==> src/hdl/plc_pkg.sv <==
// Shared constants, payload types and constant tables for the power-law compander.
// No dependencies; every other file of the block imports this package.
package plc_pkg;

	// Field formats
	localparam int SAMPLE_BITS     = 24;  // signed Q1.(SAMPLE_BITS-1)
	localparam int EXP_BITS        = 16;  // exponent register width
	localparam int EXP_FRAC_BITS   = 12;  // exponent fraction bits
	localparam int LOG_TAB_ENTRIES = 256;
	localparam int LOG_IDX_BITS    = $clog2(LOG_TAB_ENTRIES);
	localparam int LOG_FRAC_BITS   = 16;  // log2 value is Q.16
	localparam int ROOT_FRAC_BITS  = 30;  // mantissa of exp2 is Q.30

	localparam logic signed [EXP_BITS-1:0] CFG_EXP_RESET = 16'sd3699;  // log10(8)

	// Derived widths
	localparam int E_IDX_BITS  = $clog2(SAMPLE_BITS);          // leading-one position
	localparam int E_BITS      = E_IDX_BITS + 1;               // signed integer part of log2
	localparam int L_BITS      = E_BITS + LOG_FRAC_BITS;       // signed log2 magnitude
	localparam int P_BITS      = L_BITS + EXP_BITS;            // log2 * exponent
	localparam int Y_BITS      = P_BITS + 1 - EXP_FRAC_BITS;   // rounded Q.16 result
	localparam int I_BITS      = Y_BITS - LOG_FRAC_BITS;       // integer part of y
	localparam int ROOT_STAGES = LOG_FRAC_BITS;
	localparam int ROOT_SHIFT  = ROOT_FRAC_BITS - (SAMPLE_BITS - 1);
	localparam int SHAMT_MAX   = ROOT_FRAC_BITS + 2;           // any larger shift gives zero
	localparam int SHAMT_BITS  = $clog2(SHAMT_MAX + 1);
	localparam int MAG_BITS    = ROOT_FRAC_BITS + 3;

	// Payload between log and scale sections
	typedef struct packed {
		logic                     neg;
		logic                     zero;
		logic signed [L_BITS-1:0] l;
	} log_t;

	// Payload through the exp2 sections
	typedef struct packed {
		logic                     neg;
		logic                     zero;
		logic                     ypos;
		logic                     yzero;
		logic [SHAMT_BITS-1:0]    shamt;
		logic [LOG_FRAC_BITS-1:0] r;
		logic [ROOT_FRAC_BITS:0]  fm;
	} exp_t;

	typedef logic [LOG_FRAC_BITS-1:0] log_tab_t [LOG_TAB_ENTRIES];
	typedef logic [63:0]              root_tab_t [ROOT_STAGES+1];

	// log2(1 + idx/entries) in Q.16, truncated, by repeated squaring
	function automatic logic [LOG_FRAC_BITS-1:0] log_entry(input int unsigned idx);
		logic [63:0]              v;
		logic [LOG_FRAC_BITS-1:0] r;
		v = ((64'(LOG_TAB_ENTRIES) + 64'(idx)) << ROOT_FRAC_BITS) / 64'(LOG_TAB_ENTRIES);
		r = '0;
		for (int k = 0; k < LOG_FRAC_BITS; k++) begin
			v = (v * v) >> ROOT_FRAC_BITS;
			r = {r[LOG_FRAC_BITS-2:0], 1'b0};
			if (v >= (64'd2 << ROOT_FRAC_BITS)) begin
				r[0] = 1'b1;
				v    = v >> 1;
			end
		end
		return r;
	endfunction

	function automatic log_tab_t build_log_tab();
		log_tab_t t;
		for (int i = 0; i < LOG_TAB_ENTRIES; i++) begin
			t[i] = log_entry(i);
		end
		return t;
	endfunction

	function automatic logic [63:0] isqrt64(input logic [63:0] val);
		logic [63:0] v;
		logic [63:0] res;
		logic [63:0] b;
		v   = val;
		res = '0;
		b   = 64'd1 << 62;
		for (int i = 0; i < 32; i++) begin
			if (b > v) begin
				b = b >> 2;
			end
		end
		for (int i = 0; i < 32; i++) begin
			if (b != 0) begin
				if (v >= res + b) begin
					v   = v - (res + b);
					res = (res >> 1) + b;
				end else begin
					res = res >> 1;
				end
				b = b >> 2;
			end
		end
		return res;
	endfunction

	// R_k = 2^(2^-k) in Q.30, each a truncated square root of the one before
	function automatic root_tab_t build_root_tab();
		root_tab_t t;
		t[0] = 64'd2 << ROOT_FRAC_BITS;
		for (int k = 1; k <= ROOT_STAGES; k++) begin
			t[k] = isqrt64(t[k-1] << ROOT_FRAC_BITS);
		end
		return t;
	endfunction

	localparam log_tab_t  LOG_TAB  = build_log_tab();
	localparam root_tab_t ROOT_TAB = build_root_tab();

endpackage

==> src/hdl/plc_log.sv <==
// Log2 front end: magnitude, leading-one search, normalize, table lookup (stages 1-4).
// Depends on plc_pkg (widths, log_t, LOG_TAB).
module plc_log import plc_pkg::*; (
	input  logic                          clk,
	input  logic                          arst_n,
	input  logic                          in_vld,
	input  logic signed [SAMPLE_BITS-1:0] in_sample,
	output logic                          up_en,
	output logic                          out_vld,
	output log_t                          out_data,
	input  logic                          dn_en
);

	logic v_s1, v_s2, v_s3, v_s4;
	logic en1, en2, en3, en4;

	logic                    neg_s1, zero_s1;
	logic [SAMPLE_BITS-1:0]  m_s1;
	logic                    neg_s2, zero_s2;
	logic [SAMPLE_BITS-1:0]  m_s2;
	logic [E_IDX_BITS-1:0]   e_s2;
	logic                    neg_s3, zero_s3;
	logic [E_IDX_BITS-1:0]   e_s3;
	logic [LOG_IDX_BITS-1:0] idx_s3;
	log_t                    data_s4;

	logic [E_IDX_BITS-1:0]   e_c;
	logic [SAMPLE_BITS-1:0]  mn_c;
	logic [E_BITS-1:0]       expo_c;

	// a stage loads when empty or when its content moves on
	assign en4   = ~v_s4 | dn_en;
	assign en3   = ~v_s3 | en4;
	assign en2   = ~v_s2 | en3;
	assign en1   = ~v_s1 | en2;
	assign up_en = en1;

	always_ff @(posedge clk or negedge arst_n) begin
		if (!arst_n) begin
			v_s1 <= 1'b0;
			v_s2 <= 1'b0;
			v_s3 <= 1'b0;
			v_s4 <= 1'b0;
		end else begin
			if (en1) v_s1 <= in_vld;
			if (en2) v_s2 <= v_s1;
			if (en3) v_s3 <= v_s2;
			if (en4) v_s4 <= v_s3;
		end
	end

	// leading-one position
	always_comb begin
		e_c = '0;
		for (int i = 0; i < SAMPLE_BITS; i++) begin
			if (m_s1[i]) e_c = E_IDX_BITS'(i);
		end
	end

	assign mn_c   = m_s2 << (E_IDX_BITS'(SAMPLE_BITS - 1) - e_s2);
	assign expo_c = E_BITS'(e_s3) - E_BITS'(SAMPLE_BITS - 1);

	always_ff @(posedge clk) begin
		if (en1 && in_vld) begin
			neg_s1  <= in_sample[SAMPLE_BITS-1];
			zero_s1 <= (in_sample == '0);
			m_s1    <= in_sample[SAMPLE_BITS-1] ? (~in_sample + 1'b1) : in_sample;
		end
		if (en2 && v_s1) begin
			neg_s2  <= neg_s1;
			zero_s2 <= zero_s1;
			m_s2    <= m_s1;
			e_s2    <= e_c;
		end
		if (en3 && v_s2) begin
			neg_s3  <= neg_s2;
			zero_s3 <= zero_s2;
			e_s3    <= e_s2;
			idx_s3  <= mn_c[SAMPLE_BITS-2 -: LOG_IDX_BITS];
		end
		if (en4 && v_s3) begin
			data_s4.neg  <= neg_s3;
			data_s4.zero <= zero_s3;
			data_s4.l    <= {expo_c, LOG_TAB[idx_s3]};
		end
	end

	assign out_vld  = v_s4;
	assign out_data = data_s4;

endmodule

==> config.mk <==
export PLATFORM = sky130hd
export DESIGN_NAME = plc_log
export DESIGN_NICKNAME = d
export VERILOG_FILES = /design/src/hdl/plc_pkg.sv /design/src/hdl/plc_log.sv
export SDC_FILE = /design/constraint.sdc
export NUM_CORES = 1
export LEC_CHECK = 0
export BUFFER_PORTS_ARGS = -buffer_cell sky130_fd_sc_hd__buf_2
export CELL_PAD_IN_SITES_DETAIL_PLACEMENT = 1
export CELL_PAD_IN_SITES_GLOBAL_PLACEMENT = 1
export CORE_MARGIN = 2
export CORE_UTILIZATION = 48
export DETAILED_ROUTE_END_ITERATION = 12
export PLACE_DENSITY_LB_ADDON = 0.1
export SETUP_SLACK_MARGIN = 0.05
export SYNTH_ARGS = -nofsm -noshare
export SYNTH_HDL_FRONTEND = slang
export SYNTH_SLANG_ARGS = --single-unit
==> constraint.sdc <==
create_clock -name clk -period 5.4 [get_ports clk]
set_clock_uncertainty 0.1 [all_clocks]
set_input_delay 1.62 -clock clk [delete_from_list [all_inputs] [get_ports clk]]
set_output_delay 1.62 -clock clk [all_outputs]
set_load 0.005 [all_outputs]
=== After elaboration in Yosys (flattened, before gate mapping) ===
Memories as Yosys holds them, arrays and structs flattened. A register that Yosys moved wholly into a read port is not among the register bits.
Index checks and enable logic that the tools add are counted.
Widths: inputs -> output; s select.

* Logic and storage cells: 71
* Output and inout port bits: 26
* Memories kept: 1
* Flip-flop bits (word level): 100
* Memory bits (read-only): 4,096
* Input bits: 28

{| class="wikitable"
|+ Memory list
! memory !! words !! bits a word !! read ports !! clocked after memory_dff !! write ports !! line !! text
|-
| (name not given) || 256 || 16 || 1 || 1 || 0 || plc_log.sv:84 || <nowiki>data_s4.l <= {expo_c, LOG_TAB[idx_s3]};</nowiki>
|}

* $lt $le $gt $ge: 1
* Add/subtract/negate cells: 3
* Shift operators: 1
* Muxes and demuxes: 25
* Reductions and logical operators: 8
* Bitwise operators: 10

{| class="wikitable"
|+ Operators by type and width
! kind !! count
|-
| $mux 5 || 14
|-
| $mux 16 || 2
|-
| $add 24x1->24 const B || 1
|-
| $logic_not 24->1 || 1
|-
| $not 24->24 || 1
|-
| $shl 24x5->23 || 1
|-
| $mux 23 || 1
|-
| $mux 3 || 4
|-
| $ge 9x9->1 const B || 1
|-
| $not 8->9 || 1
|-
| $reduce_or 8->1 || 1
|-
| $sub 5x5->6 const B || 1
|-
| $sub 5x5->5 const A || 1
|-
| $logic_and 1x1->1 || 4
|-
| $mux 2 || 2
|-
| $not 1->1 || 4
|-
| $or 1x1->1 || 4
|-
| $reduce_or 4->1 || 1
|-
| $mux 1 || 2
|-
| $reduce_or 2->1 || 1
|}

=== Longest topological paths before layout ===
Gate-level depths: netlist of run 1.

* Word-level depth: 22
* Gate-level depth with buffers: 12
* Mapped depth without buffers: 8

=== Worst setup path after synthesis of run 1 ===
No wires, ideal clock.

* Path type: in2reg
* Start point: input port in_sample[1]
* End point: register m_s1[21], data pin
* Required time: 5.037 ns
* Path buffers: 0
* Data arrival time: 3.527 ns
* Stages on the path: 5
* Setup time: 0.263 ns
* Setup slack: 1.510 ns
* Cell sequence: or3_2 -> or4_4 -> or4_4 -> o41ai_2 -> xnor2_1

* Word-level cells in the longest chain between the ends: 3

{| class="wikitable"
|+ RTL lines
! element !! line !! text
|-
| start: declaration || plc_log.sv:7 || <nowiki>input logic signed [SAMPLE_BITS-1:0] in_sample,</nowiki>
|-
| $not 24->24 || plc_log.sv:67 || <nowiki>m_s1 <= in_sample[SAMPLE_BITS-1] ? (~in_sample + 1'b1) : in_sample;</nowiki>
|-
| $add 24x1->24 || plc_log.sv:67 ||
|-
| $mux 23 || plc_log.sv:67 ||
|-
| end signal: assignment || plc_log.sv:67 ||
|-
| end: declaration || plc_log.sv:18 || <nowiki>logic [SAMPLE_BITS-1:0] m_s1;</nowiki>
|}

No other way between the ends.
A chain may end at the register's enable or synchronous reset.

=== Worst setup path after layout of run 1 ===
* Start point: input port dn_en
* End point: output port up_en

* Word-level cells in the longest chain between the ends: 4

{| class="wikitable"
|+ RTL lines
! element !! line !! text
|-
| start: declaration || plc_log.sv:11 || <nowiki>input logic dn_en</nowiki>
|-
| $or 1x1->1 || plc_log.sv:32 || <nowiki>assign en4 = ~v_s4 | dn_en;</nowiki>
|-
| $or 1x1->1 || plc_log.sv:33 || <nowiki>assign en3 = ~v_s3 | en4;</nowiki>
|-
| $or 1x1->1 || plc_log.sv:34 || <nowiki>assign en2 = ~v_s2 | en3;</nowiki>
|-
| $or 1x1->1 || plc_log.sv:35 || <nowiki>assign en1 = ~v_s1 | en2;</nowiki>
|-
| end: declaration || plc_log.sv:8 || <nowiki>output logic up_en,</nowiki>
|}

No other way between the ends.

==> results of run 1 <==
flip-flops by register name, summed over array words and instances (netlist names):
signal and count:
e_s3 5, v_s2 1, neg_s2 1, e_s2 5, out_vld 1, zero_s2 1
m_s2 23, zero_s1 1, neg_s1 1, m_s1 24, v_s1 1, zero_s3 1
v_s3 1, idx_s3 8, out_data 24, neg_s3 1
per-layer routing:
layer,part of all wire,GRT usage
met4,0.035,0.118
met1,0.42,0.530
met3,0.12,0.106
met5,0,0.0100
met2,0.42,0.529
synthesized netlist by cell type, drive strengths merged, types with 9 or more instances:
library cell	n
nand3	33
mux4	10
inv	16
o31ai	19
a221oi	9
buf	24
nor2b	23
nor2	67
a211oi	30
ha	23
edfxtp	95
o211ai	20
and2	13
xnor2	23
clkbuf	83
a311oi	17
o311ai	11
nor3	37
o21ai	84
nor4	10
nand2	85
nand2b	35
o41ai	10
a31oi	23
mux2i	25
a21oi	102
through the flow:
| step | setup slack (ns) | total power [mW] | std cells | utilization |
|---|---|---|---|---|
| after floorplan | 1.51 | 2.20 | 1052 | - |
| after global placement | 1.33 | 2.78 | 1253 | 0.511 |
| after detailed placement | 1.30 | 2.81 | 1253 | 0.511 |
| after CTS | 1.35 | 3.53 | 1269 | 0.529 |
| after global routing | 1.26 | 3.74 | 1269 | 0.529 |
| final | 1.37 | 3.61 | 1269 | 0.529 |
cell families after synthesis:
family,after synthesis
compound gates,396
xor+xnor,25
fa+ha+maj,24
buf+inv,126
flops,99
mux,41
simple gates,341
area by class of cell:
class	count	area, um^2
fillers	2148	8470
multi-input cells	827	5380
flip-flops and latches	99	2950
repair buffers	79	485
well taps	229	287
clock buffers	9	225
clock inverters	7	93.8
inverters	19	71.3
power by group:
part / switching, mW / internal (mW) / total (mW)
Clock: 0.341 / 0.373 / 0.714
Sequential: 0.0915 / 0.989 / 1.08
Combinational: 1.23 / 0.584 / 1.81
worst min path at each step:
stage / startpoint / to / slack [ns]
2_1_floorplan: m_s1[0] / m_s2[0] / 0.30
3_3_place_gp: zero_s3 / out_data[22] / 0.30
3_5_place_dp: zero_s2 / zero_s3 / 0.31
4_1_cts: m_s1[0] / m_s2[0] / 0.33
5_1_grt: zero_s2 / zero_s3 / 0.33
6_report: m_s1[0] / m_s2[0] / 0.32
==> impl_metrics.ini, run 1 <==
[die]
initial_utilization = 0.490
core_mm2 = 0.0180
fp.dieW_um = 139
chipHeight_um = 139
std_cell_rows = 49
die_area_mm2 = 0.0195
io_pins = 54

[worst_setup_path]
worst_setup_path_end_kind = primary output
ff2ff_path_depth = 9
timing.setup.critical_path_class = in -> out
crit_path_max_fanout = 5
r2r_start = idx_s3[1]
cp_data_required_time_ns = 3.68
crit_path_start = dn_en
worstPathCellList = buf_2, nor2b_1, nand4_1, buf_2
r2r_setup_slack_ns = 1.72
worst-path-stages = 4
cpLargestDelayFamily = simple AND/OR/NAND/NOR gates
cp_common_cell = sky130_fd_sc_hd__buf_2
worstPathArrival_ns = 2.31
setup.worst_path.start_class = input port
endpoint = up_en
cp_slowest_cell = sky130_fd_sc_hd__nor2b_1
critical_path.reg2reg.endpoint = out_data[9]
max_stage_delay_ns = 0.26
cp_num_buf_inv = 2

[timing]
setup-violations-final = 0
maxSlewViolCount = 0
final_min_period_over_clock_period = 0.747
max-slew-margin-rel = 0.164
rsz_0062_raised_after_global_routing = no
timing_worst_slew_pin_value_ns = 1.25
fmax_ghz = 0.248
report.final.hold_viol_count = 0
finalWorstPathRequiredPeriod_ns = 4.03
fin_setup_tns_ns = 0
worst_hold_margin_ns = 0.323

[synth]
synth_compound_gate_area_share = 0.297
yosys.area_share.simple = 0.194
post_synth_xor_area_fraction = 0.0249
async_reset_ff_frac = 0.0404
synth_fa_ha_area_frac = 0.0338
synth.lib_cells_used.distinct = 66
synth_ff_type = sky130_fd_sc_hd__edfxtp_1
nets_in_the_synthesized_netlist = 1103
dominant_combinational_cell_family_by_area_after_synthesis = compound AO/OA/AOI/OAI gates
register_bit_total_from_synthesis = 99
synth_top_area_frac = 0.324
synth-warning-count = 0
syn_avg_cell_area_um2 = 8.37
synth.top_cells.by_area = sky130_fd_sc_hd__edfxtp_1 32%, sky130_fd_sc_hd__a21oi_1 5.8%, sky130_fd_sc_hd__o21ai_0 4.8%
seq_area_frac_synth = 0.335
syn_area_mm2 = 0.00881
syn_inst = 1052
number_of_synthesized_flops_with_an_enable_pin = 95
yosys.area.top_type = sky130_fd_sc_hd__edfxtp_1
synthMuxAreaShare = 0.0616

[cells_and_area]
mostFrequentLayoutCell = sky130_fd_sc_hd__a21oi_1
final_design_area_no_fill_mm2 = 0.00950
antenna_fix_cells = 0
post_route_cells_drive_above_1_share = 0.127
synthToLayoutAreaGrowth_pct = 7.81
finish.net_count = 1086
final_cell_mix = 102 x sky130_fd_sc_hd__a21oi_1, 95 x sky130_fd_sc_hd__edfxtp_1, 85 x sky130_fd_sc_hd__nand2_1, 84 x sky130_fd_sc_hd__o21ai_0, 67 x sky130_fd_sc_hd__nor2_1

[global_routing]
largest_net_degree_at_the_start_of_global_routing = 160
globalRouteOverflowTotal = 0
vias_in_the_first_global_route = 8892
grt_first_pass_wirelength_um = 55200
grt_antenna_before_repair = 0
grt.total_usage = 0.367

[routing]
route.antenna.remaining_nets = 0
vias = 9224
dr.pass1.iters = 5
totalWireLength_um = 36400
post_drt_via_cell_ratio = 7.27
wl_per_cell_um = 28.7
dr.first_iter.drc_count = 1515
route.detailed.drc = 0

[clock_network]
tritoncts.num_buffers = 9
cts_sinks = 99
cts_setup_buffers = 0
clock-root-buffer = sky130_fd_sc_hd__clkbuf_16
cts.clk_slew.worst_paths_ns = 0.09
worstSkewPairLatency_ns = 0.37
cts_tree = built
max-clock-path-buffers = 2
hold_buffers = 0
ctsResizeCount = 0
cts.htree.levels = 3

[status]
status = complete, no violations

[job]
max_cap_violations = 0

[place]
io_buffers = 53
placed_area_mm2 = 0.00918
gp_congestion = 0.975
post-dp-hpwl_um = 24400

[hold_path]
worst_hold_path_type = reg -> reg
min_delay_path_depth = 0

[pwr]
p_leak_nw = 3.30
power-per-cell-area_mw_per_mm2 = 380
irDropWorstVdd_mv = 0.512
No activity file was read; power rests on OpenSTA's default activity.
==> inputs of run 2 (changes only) <==
--- a/config.mk
+++ b/config.mk
@@ -5,11 +5,12 @@
 export SDC_FILE = /design/constraint.sdc
 export NUM_CORES = 1
 export LEC_CHECK = 0
+export ABC_AREA = 1
 export BUFFER_PORTS_ARGS = -buffer_cell sky130_fd_sc_hd__buf_2
 export CELL_PAD_IN_SITES_DETAIL_PLACEMENT = 1
 export CELL_PAD_IN_SITES_GLOBAL_PLACEMENT = 1
 export CORE_MARGIN = 2
-export CORE_UTILIZATION = 48
+export CORE_UTILIZATION = 41
 export DETAILED_ROUTE_END_ITERATION = 12
 export PLACE_DENSITY_LB_ADDON = 0.1
 export SETUP_SLACK_MARGIN = 0.05
==> constraint.sdc (replaced) <==
create_clock -name clk -period 3.57 [get_ports clk]
set_clock_uncertainty 0.1 [all_clocks]
set_input_delay 1.071 -clock clk [delete_from_list [all_inputs] [get_ports clk]]
set_output_delay 1.071 -clock clk [all_outputs]
set_load 0.005 [all_outputs]
==> impl_metrics.ini, run 2 <==
[status]
status = complete, no violations

[pwr]
p_leak_nw = 4.08
power-per-cell-area_mw_per_mm2 = 565
irDropWorstVdd_mv = 0.245

[clock_network]
cts_setup_buffers = 0
tritoncts.num_buffers = 9
cts.htree.levels = 3
cts_sinks = 99
clock-root-buffer = sky130_fd_sc_hd__clkbuf_16
worstSkewPairLatency_ns = 0.37
max-clock-path-buffers = 2
cts_tree = built
hold_buffers = 0
ctsResizeCount = 0
cts.clk_slew.worst_paths_ns = 0.09

[synth]
register_bit_total_from_synthesis = 99
post_synth_xor_area_fraction = 0.0253
synth_fa_ha_area_frac = 0.0346
yosysMostFrequentCell = sky130_fd_sc_hd__nand2_1
synth_top_area_frac = 0.343
nets_in_the_synthesized_netlist = 1220
synth_compound_gate_area_share = 0.223
dominant_combinational_cell_family_by_area_after_synthesis = simple AND/OR/NAND/NOR gates
syn_avg_cell_area_um2 = 7.11
syn_inst = 1169
seq_area_frac_synth = 0.355
synth.top_cells.by_area = sky130_fd_sc_hd__edfxtp_1 34%, sky130_fd_sc_hd__nand2_1 13%, sky130_fd_sc_hd__o21ai_0 6.5%
syn_area_mm2 = 0.00831
yosys.area.top_type = sky130_fd_sc_hd__edfxtp_1
number_of_synthesized_flops_with_an_enable_pin = 95
synth.cells.most_frequent = 289 x sky130_fd_sc_hd__nand2_1, 129 x sky130_fd_sc_hd__inv_1, 109 x sky130_fd_sc_hd__nor2_1, 108 x sky130_fd_sc_hd__o21ai_0, 95 x sky130_fd_sc_hd__edfxtp_1
synth_ff_type = sky130_fd_sc_hd__edfxtp_1
yosys.area_share.simple = 0.260
async_reset_ff_frac = 0.0404
synth.lib_cells_used.distinct = 55
synthMuxAreaShare = 0.00361
synth-warning-count = 0

[timing]
setup-violations-final = 0
final_min_period_over_clock_period = 0.917
final_critical_path_setup_slack_ns = 0.296
maxSlewViolCount = 0
timing_worst_slew_pin_value_ns = 1.18
max-slew-margin-rel = 0.214
report.final.hold_viol_count = 0
rsz_0062_raised_after_global_routing = no
worst_hold_margin_ns = 0.328
fmax_ghz = 0.305
fin_setup_tns_ns = 0
finalWorstPathRequiredPeriod_ns = 3.27

[die]
io_pins = 54
initial_utilization = 0.415
fp.dieW_um = 146
core_mm2 = 0.0200
die_area_mm2 = 0.0214
chipHeight_um = 146
std_cell_rows = 52

[routing]
dr.pass1.iters = 5
wl_per_cell_um = 26.2
post_drt_via_cell_ratio = 6.29
totalWireLength_um = 39300
dr.first_iter.drc_count = 1180
route.antenna.remaining_nets = 0
vias = 9436
route.detailed.drc = 0

[worst_setup_path]
timing.setup.critical_path_class = in -> out
ff2ff_path_depth = 10
crit_path_max_fanout = 3
cp_slowest_cell = sky130_fd_sc_hd__nor2_1
worst-path-stages = 10
max_stage_delay_ns = 0.17
cpLargestDelayFamily = buffers and inverters
cp_data_required_time_ns = 2.40
worst_setup_path_end_kind = primary output
worstPathArrival_ns = 2.10
cp_num_buf_inv = 6
worstPathCellList = buf_2, nor2_1, inv_1, nor2_1, inv_1, nor2_1, inv_1, nor2_1, inv_1, buf_2
setup.worst_path.start_class = input port

[hold_path]
worst_hold_path_type = reg -> reg
min_delay_path_depth = 0

[cells_and_area]
synthToLayoutAreaGrowth_pct = 12.9
post_route_cells_drive_above_1_share = 0.116
n_fill_cell = 2609
finish.net_count = 1276
mostFrequentLayoutCell = sky130_fd_sc_hd__nand2_1
antenna_fix_cells = 0
final_cell_mix = 289 x sky130_fd_sc_hd__nand2_1, 129 x sky130_fd_sc_hd__inv_1, 108 x sky130_fd_sc_hd__o21ai_0, 107 x sky130_fd_sc_hd__nor2_1, 95 x sky130_fd_sc_hd__edfxtp_1

[global_routing]
grt_first_pass_wirelength_um = 58500
globalRouteOverflowTotal = 0
vias_in_the_first_global_route = 9396
grt.total_usage = 0.364
largest_net_degree_at_the_start_of_global_routing = 70
grt_antenna_before_repair = 0

[place]
placement.setup.worst_slack_ns = 0.277
gp_congestion = 1.03
post-dp-hpwl_um = 29700
io_buffers = 53

[job]
max_cap_violations = 0
==> run 2: report_power, final <==
| part | total, mW | internal [mW] | switching, mW |
|---|---|---|---|
| combinational | 2.67 | 0.760 | 1.91 |
| sequential | 1.58 | 1.49 | 0.0946 |
| clock | 1.05 | 0.506 | 0.542 |
| total | 5.30 | 2.76 | 2.54 |
==> run 2: cell families (layout without fill, tap and decap cells) <==
family,Yosys count,after routing
flops,99,99
compound gates,301,301
xor+xnor,24,24
buf+inv,199,260
fa+ha+maj,23,23
mux,3,3
simple gates,520,520
==> run 2: layout make-up <==
type                    instances  area (um^2)  area share
multi-input cells             871         4550       0.485
flip-flops and latches         99         2950       0.315
repair buffers                104          698      0.0744
inverters                     140          526      0.0560
well taps                     270          338      0.0360
clock buffers                   9          225      0.0240
clock inverters                 7         91.3     0.00974
==> run 2: stage by stage <==
stage | instance area, um^2 | util | cells | total power [mW]
floorplan | 8310 | - | 1169 | 3.06
global placement | 9060 | 0.452 | 1484 | 4.12
detailed placement | 9060 | 0.452 | 1484 | 4.13
CTS | 9380 | 0.468 | 1500 | 5.18
global route | 9380 | 0.468 | 1500 | 5.49
finish | 9380 | 0.468 | 1500 | 5.30
==> run 2: final timing paths <==
kind | startpoint | end | slack, ns
worst max-delay path | dn_en | up_en | 0.30
worst max register to register | idx_s3[1] | out_data[6] | 0.48
min in group asynchronous | arst_n | v_s1 | 0.39
max in group asynchronous | arst_n | out_vld | 2.87
worst min-delay path | zero_s3 | out_data[22] | 0.33
worst min register to register | zero_s3 | out_data[22] | 0.33
==> run 2: routing by layer <==
metal  GRT usage  up-vias  share of wire
li1            -     4159              -
met1       0.515     4549           0.43
met2       0.529      626           0.42
met3       0.104      102           0.12
met4       0.136        0          0.037
met5           0        -              0
==> inputs of run 3 (changes only) <==
--- a/config.mk
+++ b/config.mk
@@ -6,14 +6,16 @@
 export NUM_CORES = 1
 export LEC_CHECK = 0
 export ABC_AREA = 1
-export BUFFER_PORTS_ARGS = -buffer_cell sky130_fd_sc_hd__buf_2
+export CAP_MARGIN = 15
 export CELL_PAD_IN_SITES_DETAIL_PLACEMENT = 1
 export CELL_PAD_IN_SITES_GLOBAL_PLACEMENT = 1
 export CORE_MARGIN = 2
-export CORE_UTILIZATION = 41
+export CORE_UTILIZATION = 43
 export DETAILED_ROUTE_END_ITERATION = 12
+export DONT_BUFFER_PORTS = 1
 export PLACE_DENSITY_LB_ADDON = 0.1
 export SETUP_SLACK_MARGIN = 0.05
+export SLEW_MARGIN = 20
 export SYNTH_ARGS = -nofsm -noshare
 export SYNTH_HDL_FRONTEND = slang
 export SYNTH_SLANG_ARGS = --single-unit
==> impl_metrics.ini, run 3 (synthesis gave the netlist of run 2 again) <==
[worst_setup_path]
cpLargestDelayFamily = simple AND/OR/NAND/NOR gates
cp_num_buf_inv = 4
critical_path.reg2reg.endpoint = out_data[10]
worstPathArrival_ns = 3.10
crit_path_max_fanout = 13
max_stage_delay_ns = 0.45
cp_data_required_time_ns = 3.58
ff2ff_path_depth = 12
timing.setup.critical_path_class = reg -> reg
r2r_start = idx_s3[1]
setup.worst_path.start_class = flop
worst_setup_path_end_kind = flop
worstPathCellList = buf_4, ha_1, nand2_1, inv_1, nand2_1, inv_1, nor2_1, inv_1, o311ai_1, o2111ai_1, nand2_1, o21ai_0
r2r_setup_slack_ns = 0.48
cp_slowest_cell = sky130_fd_sc_hd__edfxtp_1

[pwr]
power_report.internal_total_mw = 2.74
combPwrFrac = 0.489
clock_power_share = 0.206
p_sw_frac = 0.476
p_leak_nw = 3.82
p_switching_mw = 2.49
irDropWorstVdd_mv = 0.295
p_seq_frac = 0.306
power-per-cell-area_mw_per_mm2 = 580
power_mw = 5.22

[global_routing]
vias_in_the_first_global_route = 9235
grt_first_pass_wirelength_um = 57700
largest_net_degree_at_the_start_of_global_routing = 70
groute.layer.met2.usage = 0.554
gr_met3_demand_resource = 0.123
globalRouteOverflowTotal = 0
grt_antenna_before_repair = 0
grt_util_met1 = 0.536
globalRoute.busiestLayer = met2
grt.total_usage = 0.384

[hold_path]
worst_hold_path_type = in -> async

[timing]
timing_worst_slew_pin_value_ns = 0.888
worst_hold_margin_ns = 0.292
fmax_ghz = 0.324
final_min_period_over_clock_period = 0.865
setup-violations-final = 0
rsz_0062_raised_after_global_routing = no
finalWorstPathRequiredPeriod_ns = 3.09
report.final.hold_viol_count = 0
max-slew-margin-rel = 0.406
maxSlewViolCount = 0
fin_setup_tns_ns = 0

[die]
initial_utilization = 0.441
io_pins = 54
fp.dieW_um = 143
std_cell_rows = 50
chipHeight_um = 143
die_area_mm2 = 0.0205
core_mm2 = 0.0188

[job]
max_cap_violations = 0

[routing]
route.antenna.remaining_nets = 0
wl_per_cell_um = 27.1
post_drt_via_cell_ratio = 6.48
route.detailed.drc = 0
totalWireLength_um = 38700
dr.first_iter.drc_count = 1325
vias = 9259
dr.pass1.iters = 6

[cells_and_area]
finish.net_count = 1215
synthToLayoutAreaGrowth_pct = 8.43
antenna_fix_cells = 0
post_route_cells_drive_above_1_share = 0.0701
finalNonFillerCells = 1429
n_fill_cell = 2399
final_cell_mix = 289 x sky130_fd_sc_hd__nand2_1, 128 x sky130_fd_sc_hd__inv_1, 108 x sky130_fd_sc_hd__o21ai_0, 107 x sky130_fd_sc_hd__nor2_1, 95 x sky130_fd_sc_hd__edfxtp_1
mostFrequentLayoutCell = sky130_fd_sc_hd__nand2_1

[clock_network]
clock-root-buffer = sky130_fd_sc_hd__clkbuf_16
cts.clk_slew.worst_paths_ns = 0.08
hold_buffers = 0
tritoncts.num_buffers = 9
cts.htree.levels = 3
worstSkewPairLatency_ns = 0.37
cts_tree = built
cts_setup_buffers = 0
max-clock-path-buffers = 2
cts_sinks = 99
ctsResizeCount = 0

[place]
place.detailed.instances = 1413
io_buffers = 0
gp_congestion = 1.05
post-dp-hpwl_um = 29000

[status]
status = complete, no violations
[run 3: power groups by stage]
stage | clock network (mW) | logic [mW] | registers (mW)
2_1_floorplan | 0 | 1.48 | 1.59
3_3_place_gp | 0 | 2.39 | 1.61
3_5_place_dp | 0 | 2.39 | 1.63
4_1_cts | 1.08 | 2.41 | 1.60
5_1_grt | 1.11 | 2.68 | 1.62
6_report | 1.07 | 2.55 | 1.60
[run 3: cell type report]
| class | instances | area, um^2 | share of cell area |
|---|---|---|---|
| Tap cell | 260 | 325 | 0.0361 |
| Clock inverter | 6 | 82.6 | 0.00917 |
| Sequential cell | 99 | 2950 | 0.328 |
| Multi-Input combinational cell | 871 | 4550 | 0.505 |
| Clock buffer | 10 | 229 | 0.0254 |
| Timing Repair Buffer | 43 | 348 | 0.0386 |
| Inverter | 140 | 526 | 0.0583 |
[run 3: metrics by stage]
step                worst slack (ns)   util  cell area [um^2]
floorplan                      0.523      -              8310
global placement               0.548  0.462              8700
detailed placement             0.492  0.462              8700
CTS                            0.488  0.478              9010
global route                   0.353  0.478              9010
finish                         0.482  0.478              9010
[run 3: per-layer routing]
| metal | vias to the layer above | wire length [um] |
|---|---|---|
| li1 | 4039 | - |
| met1 | 4472 | 16300 |
| met2 | 620 | 16200 |
| met3 | 128 | 4680 |
| met4 | 0 | 1450 |
| met5 | - | 0 |
[run 3: how the worst max path moves through the flow]
stage | start | endpoint | depth (start not counted)
2_1_floorplan | dn_en | m_s1[0] | 8
3_3_place_gp | dn_en | up_en | 8
3_5_place_dp | dn_en | up_en | 8
4_1_cts | dn_en | up_en | 8
5_1_grt | dn_en | up_en | 8
6_report | idx_s3[1] | out_data[10] | 12
[run 3: worst register-to-register path: stages, from the launching register on]
cell and delay, ns:
sky130_fd_sc_hd__edfxtp_1 0.45, sky130_fd_sc_hd__buf_4 0.26, sky130_fd_sc_hd__ha_1 0.23, sky130_fd_sc_hd__nand2_1 0.37, sky130_fd_sc_hd__inv_1 0.18, sky130_fd_sc_hd__nand2_1 0.35
sky130_fd_sc_hd__inv_1 0.08, sky130_fd_sc_hd__nor2_1 0.11, sky130_fd_sc_hd__inv_1 0.09, sky130_fd_sc_hd__o311ai_1 0.30, sky130_fd_sc_hd__o2111ai_1 0.16, sky130_fd_sc_hd__nand2_1 0.08
sky130_fd_sc_hd__o21ai_0 0.07
